<file path="src/sv/par_pkg.sv">
`timescale 1ns / 1ps
// ============================================================================
// Point axis rotator package
// Shared widths, angle constants, the CORDIC arctangent table and the
// pipeline tag type.
// ============================================================================
package par_pkg;

    localparam int COORD_BITS_DEF  = 32;
    localparam int TRIG_STAGES_DEF = 16;

    localparam int KIND_W       = 2;
    localparam int ANGLE_W      = 16;
    localparam int TRIG_W       = 32;
    localparam int TRIG_FRAC    = 29;
    localparam int Z_W          = 25;
    localparam int Z_SHIFT      = 10;
    localparam int ATAN_ENTRIES = 24;

    // Start vector length: the CORDIC gain 0.6072529350 in Q2.29.
    localparam logic signed [TRIG_W-1:0] TRIG_GAIN = 32'sd326016437;

    // Angles in 1/64 degree: 360, 180 and 90 degrees.
    localparam logic signed [ANGLE_W:0] ANGLE_FULL    = 17'sd23040;
    localparam logic signed [ANGLE_W:0] ANGLE_HALF    = 17'sd11520;
    localparam logic signed [ANGLE_W:0] ANGLE_QUARTER = 17'sd5760;

    typedef enum logic [KIND_W-1:0] {
        AXIS_X    = 2'd0,
        AXIS_Y    = 2'd1,
        AXIS_Z    = 2'd2,
        AXIS_NONE = 2'd3
    } t_axis;

    typedef struct packed {
        logic  valid;
        t_axis kind;
    } t_tag;

    // atan(2^-idx) in degrees, scaled by 65536 and rounded to nearest.
    function automatic logic signed [Z_W-1:0] atan_entry(input int idx);
        logic signed [Z_W-1:0] val;
        case (idx)
            0:       val = Z_W'(2949120);
            1:       val = Z_W'(1740967);
            2:       val = Z_W'(919879);
            3:       val = Z_W'(466945);
            4:       val = Z_W'(234379);
            5:       val = Z_W'(117304);
            6:       val = Z_W'(58666);
            7:       val = Z_W'(29335);
            8:       val = Z_W'(14668);
            9:       val = Z_W'(7334);
            10:      val = Z_W'(3667);
            11:      val = Z_W'(1833);
            12:      val = Z_W'(917);
            13:      val = Z_W'(458);
            14:      val = Z_W'(229);
            15:      val = Z_W'(115);
            16:      val = Z_W'(57);
            17:      val = Z_W'(29);
            18:      val = Z_W'(14);
            19:      val = Z_W'(7);
            20:      val = Z_W'(4);
            21:      val = Z_W'(2);
            22:      val = Z_W'(1);
            default: val = '0;
        endcase
        return val;
    endfunction

endpackage

</file>
<file path="src/sv/par_cordic.sv">
`timescale 1ns / 1ps
// ============================================================================
// Pipelined sine/cosine CORDIC
// One rotation-mode micro-rotation per register stage, followed by a stage
// that applies the half-turn sign and also provides the negated sine.
// ============================================================================
module par_cordic #(
    parameter int TRIG_STAGES = par_pkg::TRIG_STAGES_DEF
) (
    input  logic                               i_clk,
    input  logic                               i_en,
    input  logic signed [par_pkg::Z_W-1:0]     i_z,
    input  logic                               i_neg,
    output logic signed [par_pkg::TRIG_W-1:0]  o_cos,
    output logic signed [par_pkg::TRIG_W-1:0]  o_sin,
    output logic signed [par_pkg::TRIG_W-1:0]  o_nsin
);
    import par_pkg::*;

    localparam int NSTAGE = (TRIG_STAGES > ATAN_ENTRIES) ? ATAN_ENTRIES : TRIG_STAGES;

    logic signed [TRIG_W-1:0] r_x   [NSTAGE];
    logic signed [TRIG_W-1:0] r_y   [NSTAGE];
    logic signed [Z_W-1:0]    r_ang [NSTAGE];
    logic                     r_neg [NSTAGE];
    logic signed [TRIG_W-1:0] r_cos;
    logic signed [TRIG_W-1:0] r_sin;
    logic signed [TRIG_W-1:0] r_nsin;

    for (genvar k = 0; k < NSTAGE; k++) begin : g_stage
        logic signed [TRIG_W-1:0] w_x;
        logic signed [TRIG_W-1:0] w_y;
        logic signed [Z_W-1:0]    w_ang;
        logic                     w_neg;
        logic signed [TRIG_W-1:0] n_x;
        logic signed [TRIG_W-1:0] n_y;
        logic signed [Z_W-1:0]    n_ang;

        if (k == 0) begin : g_first
            assign w_x   = TRIG_GAIN;
            assign w_y   = '0;
            assign w_ang = i_z;
            assign w_neg = i_neg;
        end else begin : g_next
            assign w_x   = r_x[k-1];
            assign w_y   = r_y[k-1];
            assign w_ang = r_ang[k-1];
            assign w_neg = r_neg[k-1];
        end

        // Rotate toward zero residual angle; shifts are arithmetic (floor).
        always_comb begin
            if (!w_ang[Z_W-1]) begin
                n_x   = w_x - (w_y >>> k);
                n_y   = w_y + (w_x >>> k);
                n_ang = w_ang - atan_entry(k);
            end else begin
                n_x   = w_x + (w_y >>> k);
                n_y   = w_y - (w_x >>> k);
                n_ang = w_ang + atan_entry(k);
            end
        end

        always_ff @(posedge i_clk) begin
            if (i_en) begin
                r_x[k]   <= n_x;
                r_y[k]   <= n_y;
                r_ang[k] <= n_ang;
                r_neg[k] <= w_neg;
            end
        end
    end

    always_ff @(posedge i_clk) begin
        if (i_en) begin
            if (r_neg[NSTAGE-1]) begin
                r_cos  <= -r_x[NSTAGE-1];
                r_sin  <= -r_y[NSTAGE-1];
                r_nsin <= r_y[NSTAGE-1];
            end else begin
                r_cos  <= r_x[NSTAGE-1];
                r_sin  <= r_y[NSTAGE-1];
                r_nsin <= -r_y[NSTAGE-1];
            end
        end
    end

    assign o_cos  = r_cos;
    assign o_sin  = r_sin;
    assign o_nsin = r_nsin;

endmodule

</file>
<file path="config.mk">
export PLATFORM = sky130hd
export DESIGN_NAME = par_cordic
export DESIGN_NICKNAME = d
export VERILOG_FILES = /design/src/sv/par_pkg.sv /design/src/sv/par_cordic.sv
export SDC_FILE = /design/constraint.sdc
export NUM_CORES = 2
export LEC_CHECK = 0
export BUFFER_PORTS_ARGS = -buffer_cell sky130_fd_sc_hd__buf_2
export CORE_AREA = 3 3 446 448
export CTS_CLUSTER_DIAMETER = 120
export DETAILED_ROUTE_END_ITERATION = 10
export DIE_AREA = 0 0 449 451
export PLACE_DENSITY = 0.78
export SETUP_SLACK_MARGIN = 0.3
export SLEW_MARGIN = 5
export SYNTH_ARGS = -nofsm -noshare
export SYNTH_HDL_FRONTEND = slang
export SYNTH_SLANG_ARGS = --single-unit
</file>
<file path="constraint.sdc">
create_clock -name i_clk -period 4.17 [get_ports i_clk]
set_input_delay 0.417 -clock i_clk [delete_from_list [all_inputs] [get_ports i_clk]]
set_output_delay 0.417 -clock i_clk [all_outputs]
set_load 0.02 [all_outputs]
</file>
==> impl_results.md <==
* Hold_sp: i_en
* Place WS at -368 ps
* Final setup margin at -269 ps
* Fillers at between 10000 and 15000
* Sequential fraction of the synthesis area at 37.0%
* GRT Total Usage at 30.8%
* Final Hold Vio Count at 0
* CP Class: flip-flop to flip-flop
* Syn Inst Count at 11764
* Root buf cell: clkbuf_16
* Core area at ~190000 sq um
* Startpoint Class: flip-flop
* Final period utilization at 106%
* Netlist cell types at between 80 and 90
* CTS tree: yes
* Largest net degree at the start of global routing at between 100 and 150
* Dpl hpwl at roughly 250 mm
* Largest cells by area after synthesis: edfxtp_1 (37%), ha_1 (14%), xnor2_1 (9.0%), a21oi_1 (5.6%), xor2_1 (4.5%)
* Worst path arrival time at around 5000 ps
* RD Place Congestion at between 0.9 and 1
* Routed Antenna Nets at 0
* Final min period at about 4400 ps
* Total number of vias at ~100k
* FMAX at around 230 MHz
* Sink Count at ~1400
* Worst-path clk slew at approximately 70 ps
* DR WL/cell at 20.4 um
* DR iter-0 viols at between 8000 and 9000
* Nets@finish at between 15000 and 20000
* Worst-path maximum fanout at 3
* Syn Area/Cell at approximately 9.8 sq um
* I/O Pins at ~120
* Grt total ovfl at 0
* Crit-path leading delay family: compound AO/OA/AOI/OAI gates
* FF+latch count, synth at 1421
* # DRC at 0
* Number of enable flip-flop cells after synthesis at 1421
* Clk_skew at between 40 and 50 ps
* Detailed Routing Iterations Pass 1 at 6
* Failing checks: negative setup slack
* Worst min-delay path class: input pin to flip-flop
* Normalized max-slew margin at 31.3%
* Vias per cell at 6.05
* Max Cap Viol at 0
* Area of the mapped netlist at ~120000 sq um
* Finished Layout Cells at around 17000
* H-Tree Depth at 4
* Crit path buffers/inverters at 2
* CTS Buffer Depth at 3
* CP endpoint kind: flip-flop
* Primary FF master, synth: edfxtp_1
* Vias in the first global route at around 100000
* Least-Margin Pin Slew at between 1000 and 1500 ps
* Final Cell Area at approximately 150000 sq um
* Synth top area share at approximately 37%
* Reg-to-reg startpoint: r_x[1][108]
* First-pass GRT wire length at approximately 510 mm
* Worst path required time at 4730 ps
* Die height at approximately 450 um
* Starting Density at 59.1%
* Crit path top cell by count: a21oi_2
* Status: finished with violations
* Synth area leader: edfxtp_1
* RSZ-0062 raised after global routing: yes
* Die Area at approximately 200000 sq um
* Slew Viols, Final at 0
* Number of CTS-inserted buffers at roughly 160
* Async SR Flop Fraction at 0%
* Final setup viols at 39
* Worst setup path start: r_x[1][108]
* Placed insts at ~16000
* Area Overhead vs Synth at 28.1%
* DIE WIDTH at around 450 um
* Slowest CP cell: or4_4
* Placed cell areas at between 100000 and 150000 sq um
* I/O Buffers at between 100 and 150
* Num rows at approximately 160
* Max incr delay on CP at 460 ps
* Detailed-route wire length at about 340 mm
* Initial antenna violation count at 3
* Clk_lat worst skew at ~840 ps
* Share of layout cells above drive strength 1 at 26.4%
* Critical path cell sequence: inv_1, ha_2, nand2b_1, or4_4, nor2_4, nand2_4, o41ai_4, xor2_1, ha_1, buf_4, a221oi_2, o21ai_1, a21oi_2, a21oi_2, o21ai_2, o22ai_1, o21a_1, a311o_1, xnor2_2
* Warnings, synthesis at 0
* Min Hold Slack at about 110 ps
[synthesized netlist by cell type (all sizes together) (51+ instances only)]
| master | n |
|---|---|
| ha | 1329 |
| o21bai | 156 |
| and2 | 51 |
| edfxtp | 1421 |
| nor2 | 1016 |
| nor3 | 361 |
| inv | 505 |
| o21ai | 525 |
| nor2b | 139 |
| a21o | 514 |
| nand4 | 82 |
| and3 | 82 |
| nand2b | 160 |
| clkbuf | 149 |
| xor2 | 595 |
| o31ai | 61 |
| nor4 | 80 |
| nand2 | 581 |
| or3 | 91 |
| a211oi | 98 |
| o21a | 186 |
| a31oi | 127 |
| nand3 | 172 |
| mux2 | 53 |
| xnor2 | 1189 |
| a21oi | 1282 |
[layout by cell type, fill, tap and decap left out, types with 90 or more instances in the layout]
master	n
a21o_1	513
a21oi_1	1010
a21oi_2	242
buf_2	122
buf_4	1723
buf_6	166
clkbuf_16	164
edfxtp_1	1421
ha_1	1244
inv_1	479
nand2_1	515
nand2b_1	149
nand3_1	152
nor2_1	910
nor2b_1	124
nor3_1	279
o21a_1	183
o21ai_0	347
o21ai_1	90
o21bai_1	151
xnor2_1	1131
xor2_1	573
[registers in the layout (all words and copies together) (netlist names)]
register	flops
r_x	479
r_y	480
r_ang	351
o_sin	32
r_neg	16
o_cos	32
o_nsin	31
[per-stage QoR]
step,setup TNS [ps],utilization (%)
2_1_floorplan,-92.6,-
3_3_place_gp,-5530,66.7
3_5_place_dp,-10370,66.7
4_1_cts,-2410,72.3
5_1_grt,-16390,75.7
6_report,-3970,75.7
[routing by layer]
layer  vias to the layer above  track usage (%)  share of wire, %
li1                      47612                -                 -
met1                     48110             38.4                41
met2                      3494             54.1                49
met3                       994             3.61               5.3
met4                         2             12.8               5.0
met5                         -                0            0.0039
[what timing repair did]
item,4_1_cts,5_1_grt
setup buffers,280,278
pin swaps,485,794
gates resized for setup,692,1025
gates cloned,0,2
endpoints found under the setup margin,276,398
hold buffers,21,0
endpoints found under the hold margin,22,0
[final timing paths]
path,endpoint,cells past startpoint,slack [ps]
worst max-delay path,r_y[1][159],19,-270
worst min register to register,r_neg[1][3],0,390
worst min-delay path,r_x[0][208],1,110
worst max register to register,r_y[1][159],19,-270
[cells by family (layout without fill, tap and decap cells)]
logic type      Yosys count  after routing  share of synthesized area (%)
other cells               2              6                        0.00652
simple gates           3006           3006                           12.5
mux                     102            102                          0.943
buf+inv                 692           2867                           2.26
compound gates         3384           3384                           18.5
flops                  1421           1421                           37.0
fa+ha+maj              1373           1373                           15.2
xor+xnor               1784           1784                           13.6
[area by class of cell]
type                       count  area, sq um  share of cell area (%)
sequential                  1421        42700                    28.9
clock inverter               110         1510                    1.02
antenna                        1         2.50                 0.00169
multi-input combinational   9654        77800                    52.7
inverter                     506         1930                    1.31
clock buffer                 183         4130                    2.80
timing repair buffer        2068        16400                    11.1
tap                         2624         3280                    2.22
[worst register-to-register path: cells and delay by family, from the launching register on]
kind	cells	cell delay, ps
compound gates	9	1770
xor+xnor	2	490
simple gates	4	780
fa+ha+maj	2	530
flops	1	410
buf+inv	2	240
Power is left out: the tool's default activity adds up to more than one toggle a clock period on the data nets, which glitch-free logic cannot reach.
