<file path="src/sv/par_pkg.sv">
`timescale 1ns / 1ps
// ============================================================================
// Point axis rotator package
// Shared widths, angle constants, the CORDIC arctangent table and the
// pipeline tag type.
// ============================================================================
package par_pkg;

    localparam int COORD_BITS_DEF  = 32;
    localparam int TRIG_STAGES_DEF = 16;

    localparam int KIND_W       = 2;
    localparam int ANGLE_W      = 16;
    localparam int TRIG_W       = 32;
    localparam int TRIG_FRAC    = 29;
    localparam int Z_W          = 25;
    localparam int Z_SHIFT      = 10;
    localparam int ATAN_ENTRIES = 24;

    // Start vector length: the CORDIC gain 0.6072529350 in Q2.29.
    localparam logic signed [TRIG_W-1:0] TRIG_GAIN = 32'sd326016437;

    // Angles in 1/64 degree: 360, 180 and 90 degrees.
    localparam logic signed [ANGLE_W:0] ANGLE_FULL    = 17'sd23040;
    localparam logic signed [ANGLE_W:0] ANGLE_HALF    = 17'sd11520;
    localparam logic signed [ANGLE_W:0] ANGLE_QUARTER = 17'sd5760;

    typedef enum logic [KIND_W-1:0] {
        AXIS_X    = 2'd0,
        AXIS_Y    = 2'd1,
        AXIS_Z    = 2'd2,
        AXIS_NONE = 2'd3
    } t_axis;

    typedef struct packed {
        logic  valid;
        t_axis kind;
    } t_tag;

    // atan(2^-idx) in degrees, scaled by 65536 and rounded to nearest.
    function automatic logic signed [Z_W-1:0] atan_entry(input int idx);
        logic signed [Z_W-1:0] val;
        case (idx)
            0:       val = Z_W'(2949120);
            1:       val = Z_W'(1740967);
            2:       val = Z_W'(919879);
            3:       val = Z_W'(466945);
            4:       val = Z_W'(234379);
            5:       val = Z_W'(117304);
            6:       val = Z_W'(58666);
            7:       val = Z_W'(29335);
            8:       val = Z_W'(14668);
            9:       val = Z_W'(7334);
            10:      val = Z_W'(3667);
            11:      val = Z_W'(1833);
            12:      val = Z_W'(917);
            13:      val = Z_W'(458);
            14:      val = Z_W'(229);
            15:      val = Z_W'(115);
            16:      val = Z_W'(57);
            17:      val = Z_W'(29);
            18:      val = Z_W'(14);
            19:      val = Z_W'(7);
            20:      val = Z_W'(4);
            21:      val = Z_W'(2);
            22:      val = Z_W'(1);
            default: val = '0;
        endcase
        return val;
    endfunction

endpackage

</file>
<file path="src/sv/par_reduce.sv">
`timescale 1ns / 1ps
// ============================================================================
// Angle reduction stage
// Wraps the angle into one turn, folds it into [-90, 90] degrees and scales
// it to 2^-16 degree for the CORDIC.
// ============================================================================
module par_reduce (
    input  logic                              i_clk,
    input  logic                              i_en,
    input  logic signed [par_pkg::ANGLE_W-1:0] i_angle,
    output logic signed [par_pkg::Z_W-1:0]     o_z,
    output logic                              o_neg
);
    import par_pkg::*;

    logic signed [ANGLE_W:0] w_wide;
    logic signed [ANGLE_W:0] w_wrap;
    logic signed [ANGLE_W:0] w_fold;
    logic signed [Z_W-1:0]   n_z;
    logic                    n_neg;
    logic signed [Z_W-1:0]   r_z;
    logic                    r_neg;

    always_comb begin
        w_wide = (ANGLE_W+1)'(i_angle);
        if (w_wide >= ANGLE_HALF) begin
            w_wrap = w_wide - ANGLE_FULL;
        end else if (w_wide < -ANGLE_HALF) begin
            w_wrap = w_wide + ANGLE_FULL;
        end else begin
            w_wrap = w_wide;
        end
        // Beyond a quarter turn, rotate by half a turn and negate sin and cos.
        if (w_wrap > ANGLE_QUARTER) begin
            w_fold = w_wrap - ANGLE_HALF;
            n_neg  = 1'b1;
        end else if (w_wrap < -ANGLE_QUARTER) begin
            w_fold = w_wrap + ANGLE_HALF;
            n_neg  = 1'b1;
        end else begin
            w_fold = w_wrap;
            n_neg  = 1'b0;
        end
        n_z = Z_W'(w_fold) <<< Z_SHIFT;
    end

    always_ff @(posedge i_clk) begin
        if (i_en) begin
            r_z   <= n_z;
            r_neg <= n_neg;
        end
    end

    assign o_z   = r_z;
    assign o_neg = r_neg;

endmodule

</file>
<file path="config.mk">
export PLATFORM = sky130hd
export DESIGN_NAME = par_reduce
export DESIGN_NICKNAME = d
export VERILOG_FILES = /design/src/sv/par_pkg.sv /design/src/sv/par_reduce.sv
export SDC_FILE = /design/constraint.sdc
export NUM_CORES = 1
export LEC_CHECK = 0
export BUFFER_PORTS_ARGS = -buffer_cell sky130_fd_sc_hd__buf_2
export CELL_PAD_IN_SITES_DETAIL_PLACEMENT = 0
export CELL_PAD_IN_SITES_GLOBAL_PLACEMENT = 1
export CORE_AREA = 2 2 68 70
export CTS_CLUSTER_SIZE = 10
export DETAILED_ROUTE_END_ITERATION = 10
export DIE_AREA = 0 0 70 72
export GPL_ROUTABILITY_DRIVEN = 1
export HOLD_SLACK_MARGIN = 0.02
export PLACE_DENSITY_LB_ADDON = 0.1
export SYNTH_ARGS = -nofsm -noshare
export SYNTH_HDL_FRONTEND = slang
export SYNTH_SLANG_ARGS = --single-unit
</file>
<file path="constraint.sdc">
create_clock -name i_clk -period 2.8 [get_ports i_clk]
set_clock_uncertainty 0.15 [all_clocks]
set_input_delay 0.28 -clock i_clk [delete_from_list [all_inputs] [get_ports i_clk]]
set_output_delay 0.28 -clock i_clk [all_outputs]
set_load 0.05 [all_outputs]
</file>
==> results of run 1 <==
## layout make-up
type                       count  area share
multi-input combinational    112       0.478
sequential                    16       0.282
timing repair buffer          48       0.163
tap                           52      0.0381
clock buffer                   3      0.0242
inverter                       6      0.0132
clock inverter                 1     0.00220
## flip-flops by register name, summed over array words and instances (netlist names)
signal / count
o_neg: 1
o_z: 15
## kinds of logic after synthesis
| group | count (synthesis) | synth area share |
|---|---|---|
| XOR/XNOR | 5 | 0.0366 |
| AO/OA/AOI/OAI | 52 | 0.306 |
| multiplexers | 3 | 0.0312 |
| AND/OR/NAND/NOR | 38 | 0.145 |
| buffers and inverters | 24 | 0.0999 |
| flip-flops | 16 | 0.343 |
| other | 1 | 0.00267 |
| adder cells (fa/ha/maj) | 4 | 0.0357 |
## worst min path at each step
stage	slack, ns	cells past startpoint	endpoint	startpoint
2_1_floorplan	0.23	0	o_z[10]	i_angle[0]
3_3_place_gp	0.33	1	o_z[13]	i_angle[3]
3_5_place_dp	0.33	1	o_z[12]	i_angle[2]
4_1_cts	0.08	1	o_z[12]	i_angle[2]
5_1_grt	0.08	1	o_z[12]	i_angle[2]
6_report	0.08	1	o_z[14]	i_angle[4]
## worst max-delay path: stages
cell and delay (ns):
buf_2 0.15, o211a_4 0.26, o311ai_4 0.33, o22ai_2 0.16, xnor2_2 0.18, a21o_1 0.20, a211oi_4 0.41, mux2i_4 0.13
o221a_1 0.26
## layout by cell type, fill, tap and decap left out, types with 2 or more instances in the layout
cell / n
buf_2: 33
edfxtp_1: 16
buf_4: 15
conb_1: 10
nand2_1: 8
o21ai_0: 8
a21oi_1: 7
inv_1: 6
and2_1: 5
nor2_1: 5
nor3_1: 4
o31ai_1: 4
ha_1: 4
nand3_1: 3
or2_2: 3
clkbuf_8: 3
o221ai_1: 2
o21ai_1: 2
a31oi_1: 2
nor2b_1: 2
o21bai_1: 2
o22ai_1: 2
a21o_1: 2
o32a_1: 2
xor2_1: 2
xnor2_1: 2
## power by group
part / switching (µW) / internal, µW / total [µW] / leakage, µW
clock: 68.0 / 96.8 / 165 / 0.0000231
sequential: 6.20 / 305 / 312 / 0.000157
combinational: 290 / 137 / 427 / 0.000522
total: 364 / 539 / 903 / 0.000702
## per-stage QoR
stage	cells	power [µW]	util	cell area (µm²)
finish	238	903	0.400	1710
global route	238	952	0.400	1710
CTS	238	911	0.400	1710
detailed placement	234	744	0.390	1660
global placement	234	745	0.390	1660
floorplan	152	645	-	1440
## metal layers
layer  vias up  share of wire  GRT usage
met5         -              0          0
met4         0         0.0018     0.0192
met3         4          0.044     0.0139
met2        36           0.51      0.254
met1       579           0.44      0.165
li1        610              -          -
==> run summary, run 1 <==
Vias = 1229
Yosys Warn Count = 0
RSZ-0062 raised after global routing = no
Critical path endpoint = o_z[19]
Worst hold path type = input pin to flip-flop
Most numerous cell in the Yosys netlist = edfxtp_1
Top cell type's share of synthesized area = 0.343
Post-Syn Area = 1400 µm²
Antenna Nets Post-Route = 0
Die ar. = 5040 µm²
Total length of routed wires = 3360 µm
Synth cell count leaders = 16 x edfxtp_1, 10 x buf_4, 8 x nand2_1, 8 x o21ai_0, 7 x a21oi_1
Fill cells = 436
Tmin final = 2.53 ns
Net count, final = 209
Number of remaining DRC errors = 0
Footprint of the multi-input gates = 816 µm²
Drt first-iter violations = 72
Leakage = 0.000702 µW
Tot GR Track Use = 0.133
Max-slew violation count = 0
First-pass GRT wire length = 5520 µm
CTS H-Tree Depth = 1
Number of synthesized flops with an enable pin = 16
Hold_buf cts = 0
Max frequency = 395 MHz
Maxcap violations = 0
WP data required = 2.65 ns
Core box area = 4260 µm²
Synth area leader = edfxtp_1
Register bit total from synthesis = 16
Synthesized instance count = 143
Outcome = complete, no violations
CTS tree = done
Worst Setup End Kind = flip-flop
Layout cells sized above 1 = 0.355
Final period util = 0.904
Netlist cell types = 59
Synth Flop Type = edfxtp_1
DIE HEIGHT = 72 µm
Post-cts resize count = 0
Top post-synthesis cells by area = edfxtp_1 34%, buf_4 5.4%, ha_1 3.6%, o21ai_0 2.9%, a21oi_1 2.5%
Initial DRT Pass Iterations = 4
Asr flop ratio synth = 0
Power Density = 529 nW/µm²
Setup WS pre-CTS = 0.00158 ns
Root buf cell = clkbuf_8
Final setup viols = 0
DP HPWL = 2770 µm
Start point of the critical path = i_angle[9]
Critical Path AT = 2.38 ns
Vias in the first global route = 1166
VDD IR max = 0.154 mV
Synth-to-layout area growth = 21.7%
Initial antenna violation count = 0
Die X-Extent = 70 µm
Crit Path Class = input pin to flip-flop
Worst Setup Start Kind = input pin
Critical path fanouts, max = 8
Drt wl/cell = 14.1 µm
Port Buf Inserts = 33
Hold Slack = 0.0849 ns
DR vias/cell = 5.16
Sequential area share after synthesis = 0.343
Setup ws final = 0.270 ns
Largest net degree at the start of global routing = 17
Starting Density = 0.329
Fin Setup TNS = 0 ns
Post-CTS setup buffers = 0
Routability cong. = 0.825
Clk sinks = 16
Final count of hold timing violations = 0
Clk buf depth = 2
Antenna cells = 0
Mean Syn Cell Area = 9.81 µm²
Core Rows = 24
Boundary pin count = 44
Clock slew at reported path FFs = 0.06 ns
FF/Latch Area = 480 µm²
Total CTS buffers = 3
Global route overflow = 0
Power figures use the tool's default switching activity.
==> run 2: changes to the inputs <==
CORE_AREA = 3 3 67 69   (was 2 2 68 70)
CTS_BUF_LIST = sky130_fd_sc_hd__clkbuf_8   (was default)
MAX_ROUTING_LAYER = met4   (was default)
==> run 2 against run 1 <==
  * Core utilization up 2.7 points
  * Die area stayed put
  * Critical endpoint unchanged
  * Combinational power is 1% lower
  * Largest power group unchanged
  * Hold slack got worse by 0.0069 ns
  * Highest routed layer unchanged
  * Clock-buffer cell count is the same
==> run summary, run 2 (synthesized netlist as in run 1, its figures left out) <==
Die ar. = 5040 µm² (unchanged)
Antenna Nets Post-Route = 0 (unchanged)
Hold path start = i_angle[2]
Setup ws final = 0.278 ns (+0.00872 ns)
Fin Setup TNS = 0 ns (unchanged)
Port Buf Inserts = 33 (unchanged)
Clk buf depth = 2 (unchanged)
Post-CTS setup buffers = 0 (unchanged)
Placed inst area = 1650 µm² (-0.60%)
Critical Path AT = 2.37 ns (about the same)
Commonest non-fill, non-tap cell in the layout = buf_2
Internal power = 538 µW (-0.10%)
Root buf cell = clkbuf_8
Hold_buf cts = 0 (unchanged)
Power Density = 530 nW/µm² (+0.19%)
Clk pwr share = 0.186 (+0.004)
Net count, final = 208 (-0.48%)
Switching share of power = 0.401 (-0.00175)
Global route overflow = 0 (unchanged)
Worst path slowest cell = o31ai_1
Worst Setup End Kind = flip-flop
Leakage = 0.000698 µW (-0.62%)
Number of remaining DRC errors = 0 (unchanged)
CTS tree = done
Footprint of the multi-input gates = 816 µm² (unchanged)
Core box area = 3970 µm² (-6.9%)
Max-slew violation count = 0 (unchanged)
Worst hold path type = input pin to flip-flop
Clock slew at reported path FFs = 0.06 ns (about the same)
Setup WS pre-CTS = 0.0207 ns (+0.0191 ns)
Switch Pwr = 361 µW (-0.83%)
Cell area after layout = 1700 µm² (-0.59%)
Hold depth = 1 (unchanged)
Routability cong. = 0.950 (+15%)
WP data required = 2.64 ns (about the same)
Crit Path Class = input pin to flip-flop
RSZ-0062 raised after global routing = no
DP HPWL = 2720 µm (-2.1%)
Largest net degree at the start of global routing = 17 (unchanged)
Final Util = 0.427 (+0.0270)
Crit path cell chain = buf_2, ha_1, o31ai_1, inv_1, a221oi_1, a31oi_1, a211oi_4, mux2i_4, o221a_1
Fill cells = 405 (-7.1%)
Vias = 1221 (-0.65%)
Vias in the first global route = 1211 (+3.9%)
Max frequency = 397 MHz (+0.35%)
Final setup viols = 0 (unchanged)
Worst Setup Start Kind = input pin
Drt first-iter violations = 47 (-35%)
Slew HR = 0.648
Tmin final = 2.52 ns (-0.00873 ns)
Final period util = 0.901 (-0.00312)
Drt wl/cell = 13.8 µm (-2.1%)
DIE HEIGHT = 72 µm (unchanged)
Clk sinks = 16 (unchanged)
Total length of routed wires = 3240 µm (-3.4%)
Boundary pin count = 44 (unchanged)
Initial antenna violation count = 0 (unchanged)
Layout cells sized above 1 = 0.351 (-0.00349)
Synth-to-layout area growth = 21.0%
Max FFs per register = 15 (unchanged)
Tot GR Track Use = 0.135 (+0.00279)
CTS H-Tree Depth = 1 (unchanged)
Flop pwr share = 0.346 (about the same)
Maxcap violations = 0 (unchanged)
Die X-Extent = 70 µm (unchanged)
Total CTS buffers = 3 (unchanged)
Antenna cells = 0 (unchanged)
Post-cts resize count = 0 (unchanged)
Worst Hold End = o_z[12]
CP max stage delay = 0.46 ns (+0.05 ns)
Power Total = 899 µW (-0.40%)
Commonest cells after routing, fill and taps aside = 33 x buf_2, 16 x edfxtp_1, 14 x buf_4, 10 x conb_1
Combinational share of power = 0.468 (-0.004)
FF/Latch Area = 480 µm² (unchanged)
Final count of hold timing violations = 0 (unchanged)
Start point of the critical path = i_angle[9]
Core Rows = 23 (-4.2%)
VDD IR max = 0.144 mV (-6.5%)
Starting Density = 0.353 (+0.0243)
Critical path fanouts, max = 8 (unchanged)
Outcome = complete, no violations
DR vias/cell = 5.20 (+0.62%)
Initial DRT Pass Iterations = 5 (+1)
Slew @ Worst Pin = 0.523 ns
First-pass GRT wire length = 5400 µm (-2.1%)
-- run 2: changes by cell type in the layout (fill, tap and decap cells not counted) --
cell / previous run / this run
buf_4: 15 / 14
-- run 2: per-layer routing --
layer | share of wire | GRT usage | vias up
li1 | - | - | 607
met3 | 0.039 | 0.0180 | 10
met5 | 0 | - | -
met2 | 0.52 | 0.255 | 33
met4 | 0.032 | 0.0660 | 0
met1 | 0.41 | 0.138 | 571
-- run 2: cell type report --
class / count / area share
clock buffers: 3 / 0.0243
clock inverters: 1 / 0.00221
inverters: 6 / 0.0133
multi-input cells: 112 / 0.481
flip-flops and latches: 16 / 0.283
well taps: 50 / 0.0369
repair buffers: 47 / 0.159
-- run 2: worst max-delay path by stage --
stage / to / cells past startpoint
2_1_floorplan: o_z[20] / 9
3_3_place_gp: o_z[19] / 9
3_5_place_dp: o_z[19] / 9
4_1_cts: o_z[19] / 9
5_1_grt: o_z[19] / 9
6_report: o_z[19] / 9
-- run 2: power by group through the flow --
stage	Sequential (µW)	Clock [µW]	Combinational (µW)
final	311	168	421
after global routing	313	189	453
after CTS	311	173	424
after detailed placement	316	0	423
after global placement	316	0	421
after floorplan	432	0	213
-- run 2: metrics by stage --
step,cells,hold WS (ns)
2_1_floorplan,152,0.229
3_3_place_gp,231,0.323
3_5_place_dp,231,0.324
4_1_cts,235,0.0721
5_1_grt,235,0.0687
6_report,235,0.0779
-- run 2: critical path: cells and delay by family --
kind	cells	cell delay, ns
AOI/OAI and AO/OA	5	1.49
adders and majority gates	1	0.24
buffers and inverters	2	0.23
muxes	1	0.13
==> run 3: changes to the inputs <==
RECOVER_POWER = 50   (was default)
==> run 3 against run 2 <==
  * Final cell count stayed put
  * Highest routed layer unchanged
  * Via count hardly changed
  * Worst setup slack hardly changed
  * Sequential share of layout area is 0.10 points higher
  * Critical endpoint unchanged
  * Die area stayed put
  * Global-route usage stayed put
==> run summary, run 3 (synthesized netlist as in run 1, its figures left out) <==
Clk sinks = 16 (unchanged)
Clk buf depth = 2 (unchanged)
Critical Path AT = 2.37 ns (about the same)
Maxcap violations = 0 (unchanged)
Metal1 wirelength = 1320 µm (unchanged)
Worst Setup End Kind = flip-flop
Post-Place Cells = 231 (unchanged)
Fill cells = 407 (+0.49%)
Core Rows = 23 (unchanged)
Switch Pwr = 361 µW (about the same)
Total CTS buffers = 3 (unchanged)
Largest net degree at the start of global routing = 17 (unchanged)
Worst path slowest cell = o31ai_1
Crit-path leading delay family = compound AO/OA/AOI/OAI gates
Core box area = 3970 µm² (unchanged)
Worst hold path type = input pin to flip-flop
Finished Layout Cells = 235 (unchanged)
Top Layer Used = met4
Outcome = complete, no violations
VDD IR max = 0.143 mV (-0.10%)
Final setup viols = 0 (unchanged)
Synth-to-layout area growth = 20.5%
Antenna Nets Post-Route = 0 (unchanged)
Clock slew at reported path FFs = 0.06 ns (about the same)
Max frequency = 397 MHz (about the same)
Met2 Wirelength = 1690 µm (unchanged)
Combinational share of power = 0.467 (about the same)
Root buf cell = clkbuf_8
Antenna cells = 0 (unchanged)
Drt first-iter violations = 47 (unchanged)
Final count of hold timing violations = 0 (unchanged)
Total length of routed wires = 3240 µm (about the same)
DP HPWL = 2720 µm (unchanged)
Critical path fanouts, max = 8 (unchanged)
Max FFs per register = 15 (unchanged)
WP data required = 2.64 ns (about the same)
CTS H-Tree Depth = 1 (unchanged)
Layout cells sized above 1 = 0.324 (-0.0270)
Vias in the first global route = 1211 (unchanged)
Slew HR = 0.440 (-0.208)
Crit path cell chain = buf_2, ha_1, o31ai_1, inv_1, a221oi_1, a31oi_1, a211oi_4, mux2i_4, o221a_1
Die ar. = 5040 µm² (unchanged)
DIE HEIGHT = 72 µm (unchanged)
Post-CTS setup buffers = 0 (unchanged)
Commonest cells after routing, fill and taps aside = 28 x buf_2, 16 x edfxtp_1, 14 x buf_4, 10 x conb_1
Commonest non-fill, non-tap cell in the layout = buf_2
DR vias/cell = 5.20 (about the same)
Starting Density = 0.353 (unchanged)
Hold path start = i_angle[2]
Fin Setup TNS = 0 ns (unchanged)
Internal power = 538 µW (-0.15%)
Port Buf Inserts = 33 (unchanged)
Initial antenna violation count = 0 (unchanged)
Final Util = 0.426 (-0.00157)
Power Density = 532 nW/µm² (+0.28%)
First-pass GRT wire length = 5400 µm (unchanged)
Drt wl/cell = 13.8 µm (about the same)
RSZ-0062 raised after global routing = no
Flop pwr share = 0.346 (about the same)
Post-cts resize count = 0 (unchanged)
Tmin final = 2.52 ns (-0.0000430 ns)
Hold_buf cts = 0 (unchanged)
Net count, final = 208 (unchanged)
FF/Latch Area = 480 µm² (unchanged)
Leakage = 0.000684 µW (-2.0%)
Die X-Extent = 70 µm (unchanged)
Worst Setup Start Kind = input pin
Metal3 WL = 127 µm (-0.78%)
Buf/Inv on CP = 2 (unchanged)
Boundary pin count = 44 (unchanged)
Initial DRT Pass Iterations = 5 (unchanged)
Tot GR Track Use = 0.135 (unchanged)
Footprint of the multi-input gates = 816 µm² (unchanged)
CTS tree = done
Max-slew violation count = 0 (unchanged)
Final period util = 0.901 (about the same)
Number of remaining DRC errors = 0 (unchanged)
Vias = 1222 (+0.082%)
Switching share of power = 0.402 (about the same)
Crit Path Class = input pin to flip-flop
Routability cong. = 0.950 (unchanged)
CP max stage delay = 0.46 ns (about the same)
Slew @ Worst Pin = 0.840 ns (+0.317 ns)
Start point of the critical path = i_angle[9]
Global route overflow = 0 (unchanged)
Clk pwr share = 0.187 (about the same)
run 3: cell count changes in the layout (fill, tap and decap cells not counted):
| cell | delta |
|---|---|
| buf_2 | -5 |
| clkbuf_1 | +5 |
run 3: metal layers:
metal,up-vias,track usage
met5,-,-
met4,0,0.0660
met3,10,0.0180
met2,33,0.255
met1,572,0.138
li1,607,-
run 3: worst paths after layout:
kind  slack, ns  cells past startpoint  endpoint
max        0.28                      9   o_z[19]
min        0.08                      1   o_z[12]
run 3: metrics by stage:
step                      area (µm²)  hold WS, ns  total power [µW]  worst slack [ns]
after floorplan                 1440        0.229               645             0.119
after global placement          1650        0.323               738            0.0161
after detailed placement        1650        0.324               739            0.0207
after CTS                       1700       0.0721               909             0.273
after global routing            1690       0.0687               955            0.0926
final                           1690       0.0782               899             0.278
run 3: cell type report:
| type | instances | share of cell area |
|---|---|---|
| clock buffers | 3 | 0.0244 |
| clock inverters | 1 | 0.00222 |
| inverters | 6 | 0.0133 |
| multi-input cells | 112 | 0.483 |
| flip-flops and latches | 16 | 0.284 |
| well taps | 50 | 0.0370 |
| repair buffers | 47 | 0.156 |
run 3: power groups by stage:
stage | Combinational [µW] | Clock (µW) | Sequential, µW
final | 420 | 168 | 311
after global routing | 452 | 189 | 313
after CTS | 424 | 173 | 311
after detailed placement | 423 | 0 | 316
after global placement | 421 | 0 | 316
after floorplan | 213 | 0 | 432
